--- src/rtl/gsp_pkg.sv ---
// ----------------------------------------------------------------------------
// gsp_pkg
// shared types and constants of the 3d gauss-seidel poisson solver
// ----------------------------------------------------------------------------
package gsp_pkg;

    localparam int VAL_W = 32;
    localparam int RES_W = 63;

    localparam logic [1:0] OP_WRITE = 2'd0;
    localparam logic [1:0] OP_SOLVE = 2'd1;
    localparam logic [1:0] OP_READ  = 2'd2;

    localparam logic KIND_READ  = 1'b0;
    localparam logic KIND_SOLVE = 1'b1;

    localparam logic [1:0] CFG_GRID  = 2'd0;
    localparam logic [1:0] CFG_LIMIT = 2'd1;
    localparam logic [1:0] CFG_TOL   = 2'd2;
    localparam logic [1:0] CFG_H2    = 2'd3;

    localparam logic [RES_W-1:0] RES_MAX  = {RES_W{1'b1}};
    localparam logic [32:0]      SQ_LIMIT = 33'd3037000499;

    typedef enum logic [3:0] {
        S_IDLE,
        S_REPLY,
        S_CHK,
        S_RD,
        S_MUL,
        S_RND,
        S_TOT,
        S_DIV,
        S_WB,
        S_SQ,
        S_ACC,
        S_DONE
    } t_state;

    typedef struct packed {
        logic [1:0]        operation;
        logic [5:0]        coord_x;
        logic [5:0]        coord_y;
        logic [5:0]        coord_z;
        logic signed [31:0] potential_in;
        logic signed [31:0] source_in;
    } t_in;

    typedef struct packed {
        logic               result_kind;
        logic signed [31:0] potential_out;
        logic [15:0]        sweeps_done;
        logic [62:0]        residual_out;
    } t_out;

endpackage

--- src/rtl/gsp_div6.sv ---
// ----------------------------------------------------------------------------
// gsp_div6
// divide by six through a reciprocal multiply split into low and high partial products
// ----------------------------------------------------------------------------
module gsp_div6 import gsp_pkg::*; (
    input  logic        i_clk,
    input  logic        i_rst_n,
    input  logic        i_start,
    input  logic [35:0] i_dividend,
    output logic        o_done,
    output logic [35:0] o_quotient
);

    // floor(n / 6) = floor(n * ((2^37 + 1) / 3) / 2^38) for n below 2^36
    localparam logic [17:0] DIV_RL = 18'h2AAAB;
    localparam logic [17:0] DIV_RH = 18'h2AAAA;

    logic [35:0] r_num;
    logic [71:0] r_prod;
    logic        r_lo;
    logic        r_hi;
    logic        r_done;
    logic [53:0] pp_lo, pp_hi;

    assign pp_lo = {18'd0, r_num} * {36'd0, DIV_RL};
    assign pp_hi = {18'd0, r_num} * {36'd0, DIV_RH};

    always_ff @(posedge i_clk) begin
        if (!i_rst_n) begin
            r_lo   <= 1'b0;
            r_hi   <= 1'b0;
            r_done <= 1'b0;
        end else begin
            r_lo   <= i_start;
            r_hi   <= r_lo;
            r_done <= r_hi;
        end
    end

    always_ff @(posedge i_clk) begin
        if (i_start) begin
            r_num <= i_dividend;
        end
        if (r_lo) begin
            r_prod <= {18'd0, pp_lo};
        end else if (r_hi) begin
            r_prod <= r_prod + {pp_hi, 18'd0};
        end
    end

    assign o_done     = r_done;
    assign o_quotient = {2'b00, r_prod[71:38]};

endmodule

--- config.mk ---
export PLATFORM = sky130hd
export DESIGN_NAME = gsp_div6
export DESIGN_NICKNAME = d
export VERILOG_FILES = /design/src/rtl/gsp_pkg.sv /design/src/rtl/gsp_div6.sv
export SDC_FILE = /design/constraint.sdc
export NUM_CORES = 1
export LEC_CHECK = 0
export BUFFER_PORTS_ARGS = -buffer_cell sky130_fd_sc_hd__clkbuf_2
export CAP_MARGIN = 0
export CORE_MARGIN = 2
export CORE_UTILIZATION = 40
export CTS_CLUSTER_SIZE = 16
export DETAILED_ROUTE_END_ITERATION = 7
export GPL_ROUTABILITY_DRIVEN = 0
export HOLD_SLACK_MARGIN = 0.08
export PLACE_DENSITY_LB_ADDON = 0.12
export SLEW_MARGIN = 40
export SYNTH_ARGS = -nofsm -noshare
export SYNTH_HDL_FRONTEND = slang
export SYNTH_SLANG_ARGS = --single-unit
export TNS_END_PERCENT = 50
--- constraint.sdc ---
create_clock -name i_clk -period 20.2 [get_ports i_clk]
set_clock_uncertainty 0.2 [all_clocks]
set_input_delay 1.01 -clock i_clk [delete_from_list [all_inputs] [get_ports i_clk]]
set_output_delay 1.01 -clock i_clk [all_outputs]
set_load 0.05 [all_outputs]
==> flow_summary_export.csv, run 1 <==
group,metric,value,unit
status,status,"finished, final reports clean",
worst_setup_path,slowest_stage,"edfxtp_1",
global_routing,grt-ovfl-total,0,
cts,cts_root_buf,"clkbuf_16",
timing,hold_viol,0,
global_routing,grt_pass1_wl,95.8,mm
layout,nets,3203,
routing,routed_via_density,5.01,
timing,slew_headroom,0.466,
layout,most-common-layout-cells,"inv_1 (688), ha_1 (376), fa_1 (342), a21oi_1 (150), nand2_1 (84)",
timing,worst_slack,11180,ps
routing,drt_iter0_drc,709,
routing,antenna_left,0,
logic_synthesis,synth_enable_flop_cells,71,
timing,max_freq,111,MHz
cts,hold_buffers,0,
cts,clkLatencyLatePin,410,ps
cts,tritoncts,"built",
floorplan,ioPinCount,76,
floorplan,fp-row-count,86,
logic_synthesis,async_reset_ff_frac,0,
timing,final_max_slew_viol_count,0,
cts,cts_buffers,9,
floorplan,start_util,0.406,
layout,fin_cells,3199,
cts,cts_buffer_depth,2,
placed_design,post-dp-hpwl,53.5,mm
floorplan,dieHeight,241,um
timing,finalSetupViolCount,0,
routing,wl,60.6,mm
timing,min_period_over_period,0.447,
hold_path,hold_class,"reg -> reg",
timing,fin_tns_setup,0,ps
layout,syn_to_final_growth,5.46,%
logic_synthesis,synth_flop_cell,"edfxtp_1",
logic_synthesis,synth_area_per_cell,9.25,um2
layout,fillers,5593,
timing,finalCriticalPeriod,9020,ps
worst_setup_path,worstPathArrival,9130,ps
timing,timing.hold.ws,301,ps
layout,layout_commonest_cell,"inv_1",
routing,drc,0,
timing,rsz0062_at_grt,"false",
worst_setup_path,path_class,"reg -> reg",
logic_synthesis,synth_area,0.0225,mm2
logic_synthesis,synth_cells,2429,
logic_synthesis,ys_seq_area_frac,0.114,
cts,cts_sinks,92,
floorplan,dieArea,0.0581,mm2
cts,cts_max_level,3,
floorplan,core_region_area,0.0553,mm2
worst_setup_path,crit_path_end_kind,"flip-flop",
worst_setup_path,required,20310,ps
cts,cts_resized,0,
global_routing,grt_usage,0.219,
placed_design,io_buffers,73,
worst_setup_path,crit_path_max_fanout,9,
cts,path_clk_slew,90,ps
worst_setup_path,crit_path_start_kind,"flip-flop",
timing,max_slew.worst_pin.slew,798,ps
global_routing,antenna_found_initial,1,
routing,firstDrtPassIters,5,
global_routing,grt_max_degree,67,
layout,drive_gt1_frac,0.0449,
placed_design,pre_cts_ws,11350,ps
routing,wl_per_cell,18.9,um
logic_synthesis,synth-seq-cells,92,
global_routing,first_global_vias,16900,
placed_design,dpl.cell_count,3183,
worst_setup_path,critPathMaxStageDelay,560,ps
job,drv_cap,0,
logic_synthesis,synth_cell_types,64,
floorplan,die_x,241,um
layout,diodes,0,
cts,cts_setup_buffers,0,
logic_synthesis,yosys_warnings,0,
routing,num_vias,16000,
## final cells by class
class	instances	area, um2	share of cell area
sequential	92	2550	0.108
tap	748	936	0.0395
clock buffer	9	225	0.00950
clock inverter	7	71.3	0.00301
multi-input combinational	1578	16900	0.715
timing repair buffer	77	395	0.0167
inverter	688	2580	0.109
## routing by layer
metal  global-route usage  share of wire
met5                    0              0
met2                0.410           0.54
met1                0.268           0.42
met4               0.0574          0.023
met3               0.0200          0.020
## metrics by stage
| step | cell area [um2] | utilization |
|---|---|---|
| global placement | 23400 | 0.423 |
| global route | 23700 | 0.429 |
| detailed placement | 23400 | 0.423 |
| finish | 23700 | 0.429 |
| CTS | 23700 | 0.429 |
| floorplan | 22500 | - |
## kinds of logic after synthesis
kind of cell / after synthesis / synth area share
adders and majority gates: 718 / 0.514
xor gates and xnor gates: 128 / 0.0499
other: 1 / 0.000167
muxes: 12 / 0.00546
AOI/OAI and AO/OA: 443 / 0.127
DFF: 92 / 0.114
buffers and inverters: 760 / 0.133
and+or+nand+nor: 275 / 0.0568
## critical path, delay by kind of cell, from the launching register on
| kind | cells | cell delay, ps |
|---|---|---|
| compound gates | 18 | 3890 |
| fa+ha+maj | 8 | 3240 |
| xor+xnor | 3 | 860 |
| flops | 1 | 560 |
| buf+inv | 2 | 160 |
## final timing paths
kind                                              start  slack, ps                 endpoint  depth (start not counted)
worst min-delay path            r_prod[71]$_SDFFE_PP0P_        300  r_prod[71]$_SDFFE_PP0P_                          2
worst max-delay path                 r_num[1]$_DFFE_PP_      11180  r_prod[70]$_SDFFE_PP0P_                         31
worst min register to register  r_prod[71]$_SDFFE_PP0P_        300  r_prod[71]$_SDFFE_PP0P_                          2
worst max register to register       r_num[1]$_DFFE_PP_      11180  r_prod[70]$_SDFFE_PP0P_                         31
## registers in the layout, indices dropped and copies added (netlist names)
register  count
r_hi          1
r_lo          1
r_num        36
o_done        1
r_prod       53
## cells in the mapped netlist, types with 15 or more instances
master / instances / share of area
nand3_1: 20 / 0.0045
nand2_1: 84 / 0.014
o21bai_1: 22 / 0.0073
dfxtp_1: 21 / 0.019
fa_1: 342 / 0.30
clkbuf_1: 33 / 0.0055
xor2_1: 59 / 0.023
and3_1: 16 / 0.0045
a21oi_1: 150 / 0.033
nor2_1: 81 / 0.014
ha_1: 376 / 0.21
o21ai_0: 73 / 0.016
edfxtp_1: 71 / 0.095
a31oi_1: 15 / 0.0042
nand4_1: 20 / 0.0056
inv_1: 688 / 0.11
buf_4: 36 / 0.012
a21o_1: 79 / 0.026
xnor2_1: 69 / 0.027
Power of run 1 is left out: the tool's default activity adds up to more than one toggle a clock period on the data nets, which glitch-free logic cannot reach.
==> inputs of run 2 (changes only) <==
==> constraint.sdc (replaced) <==
create_clock -name i_clk -period 9.4 [get_ports i_clk]
set_clock_uncertainty 0.2 [all_clocks]
set_input_delay 0.47 -clock i_clk [delete_from_list [all_inputs] [get_ports i_clk]]
set_output_delay 0.47 -clock i_clk [all_outputs]
set_load 0.05 [all_outputs]
==> flow_summary_export.csv, run 2 (same netlist as run 1, synthesis figures left out) <==
group,metric,value,unit
timing,finalCriticalPeriod,8870,ps
routing,drc,0,
floorplan,start_util,0.406,
routing,wl_per_cell,18.6,um
layout,design_area,0.0241,mm2
timing,max_freq,113,MHz
placed_design,io_buffers,73,
routing,drt_iter0_drc,784,
layout,layout_commonest_cell,"inv_1",
worst_setup_path,critPathMaxStageDelay,580,ps
timing,rsz0062_at_grt,"false",
timing,min_period_over_period,0.943,
floorplan,dieArea,0.0581,mm2
worst_setup_path,crit_path_start_kind,"flip-flop",
timing,hold_viol,0,
global_routing,first_global_vias,17000,
layout,syn_to_final_growth,7.36,%
layout,drive_gt1_frac,0.0474,
worst_setup_path,slowest_stage,"edfxtp_1",
job,drv_cap,0,
placed_design,dpl-instance-area,0.0235,mm2
worst_setup_path,path_class,"reg -> reg",
cts,tritoncts,"built",
global_routing,grt_max_degree,67,
timing,max_slew.worst_pin.slew,823,ps
global_routing,grt-ovfl-total,0,
routing,firstDrtPassIters,5,
cts,cts_buffer_depth,2,
cts,clkLatencyLatePin,410,ps
worst_setup_path,required,9510,ps
layout,reg_top3,"r_prod (53), r_num (36)",
global_routing,antenna_found_initial,2,
worst_setup_path,r2r_slack,530,ps
layout,fillers,5564,
worst_setup_path,crit_buf_inv,3,
cts,cts_buffers,9,
routing,routed_via_density,4.96,
cts,cts_root_buf,"clkbuf_16",
layout,largest-register,"r_prod",
floorplan,die_x,241,um
cts,path_clk_slew,100,ps
status,status,"finished, final reports clean",
timing,final_max_slew_viol_count,0,
floorplan,fp-row-count,86,
routing,wl,60.4,mm
floorplan,dieHeight,241,um
hold_path,hold_class,"in -> reg",
routing,antenna_left,0,
worst_setup_path,critPathTopFamily,"compound AO/OA/AOI/OAI gates",
floorplan,ioPinCount,76,
placed_design,pre_cts_ws,600,ps
timing,fin_tns_setup,0,ps
layout,most-common-layout-cells,"inv_1 (688), ha_1 (376), fa_1 (342), a21oi_1 (150), nand2_1 (84)",
routing,num_vias,16100,
timing,worst_slack,531,ps
placed_design,post-dp-hpwl,53.3,mm
timing,finalSetupViolCount,0,
layout,diodes,0,
cts,cts_sinks,92,
cts,cts_setup_buffers,0,
global_routing,grt_usage,0.216,
global_routing,grt_pass1_wl,94.5,mm
layout,nets,3244,
worst_setup_path,crit_path_end_kind,"flip-flop",
cts,cts_max_level,3,
timing,slew_headroom,0.449,
worst_setup_path,worstPathArrival,8980,ps
layout,largest_reg_flops,53,
worst_setup_path,crit_path_max_fanout,8,
floorplan,core_region_area,0.0553,mm2
run 2: path summary, 6_finish.rpt:
check | depth (start not counted) | start | end
worst max-delay path | 33 | r_num[10]$_DFFE_PP_ | r_prod[70]$_SDFFE_PP0P_
worst min-delay path | 1 | i_dividend[7] | r_num[7]$_DFFE_PP_
worst max register to register | 33 | r_num[10]$_DFFE_PP_ | r_prod[70]$_SDFFE_PP0P_
worst min register to register | 1 | r_lo$_SDFF_PN0_ | r_prod[62]$_SDFFE_PP0P_
run 2: layout make-up:
cell class              count  area (um2)  share of cell area
flip-flops and latches     92        2550               0.106
repair buffers            118         791              0.0328
well taps                 748         936              0.0388
clock buffers               9         225             0.00933
clock inverters             7        88.8             0.00368
multi-input cells        1578       17000               0.703
inverters                 688        2580               0.107
run 2: per-layer routing:
layer | up-vias | part of all wire | global-route usage | wire, um
met5 | - | 0 | 0 | 0
li1 | 7814 | - | - | -
met4 | 0 | 0.026 | 0.0593 | 1550
met1 | 7961 | 0.42 | 0.260 | 25100
met3 | 55 | 0.024 | 0.0223 | 1420
met2 | 232 | 0.54 | 0.407 | 32400
run 2: repair_timing:
action / CTS / global route
endpoints found under the hold margin: 35 / 0
endpoints found under the setup margin: 0 / 1
hold buffers: 35 / 0
resized for setup: 0 / 2
run 2: through the flow:
stage               hold WS (ps)  instances  utilization
finish                       103       3240        0.436
global route                83.7       3240        0.436
CTS                         86.1       3240        0.436
detailed placement           303       3189        0.424
global placement             289       3189        0.424
floorplan                    258       2430            -
Power of run 2 is left out for the same reason.
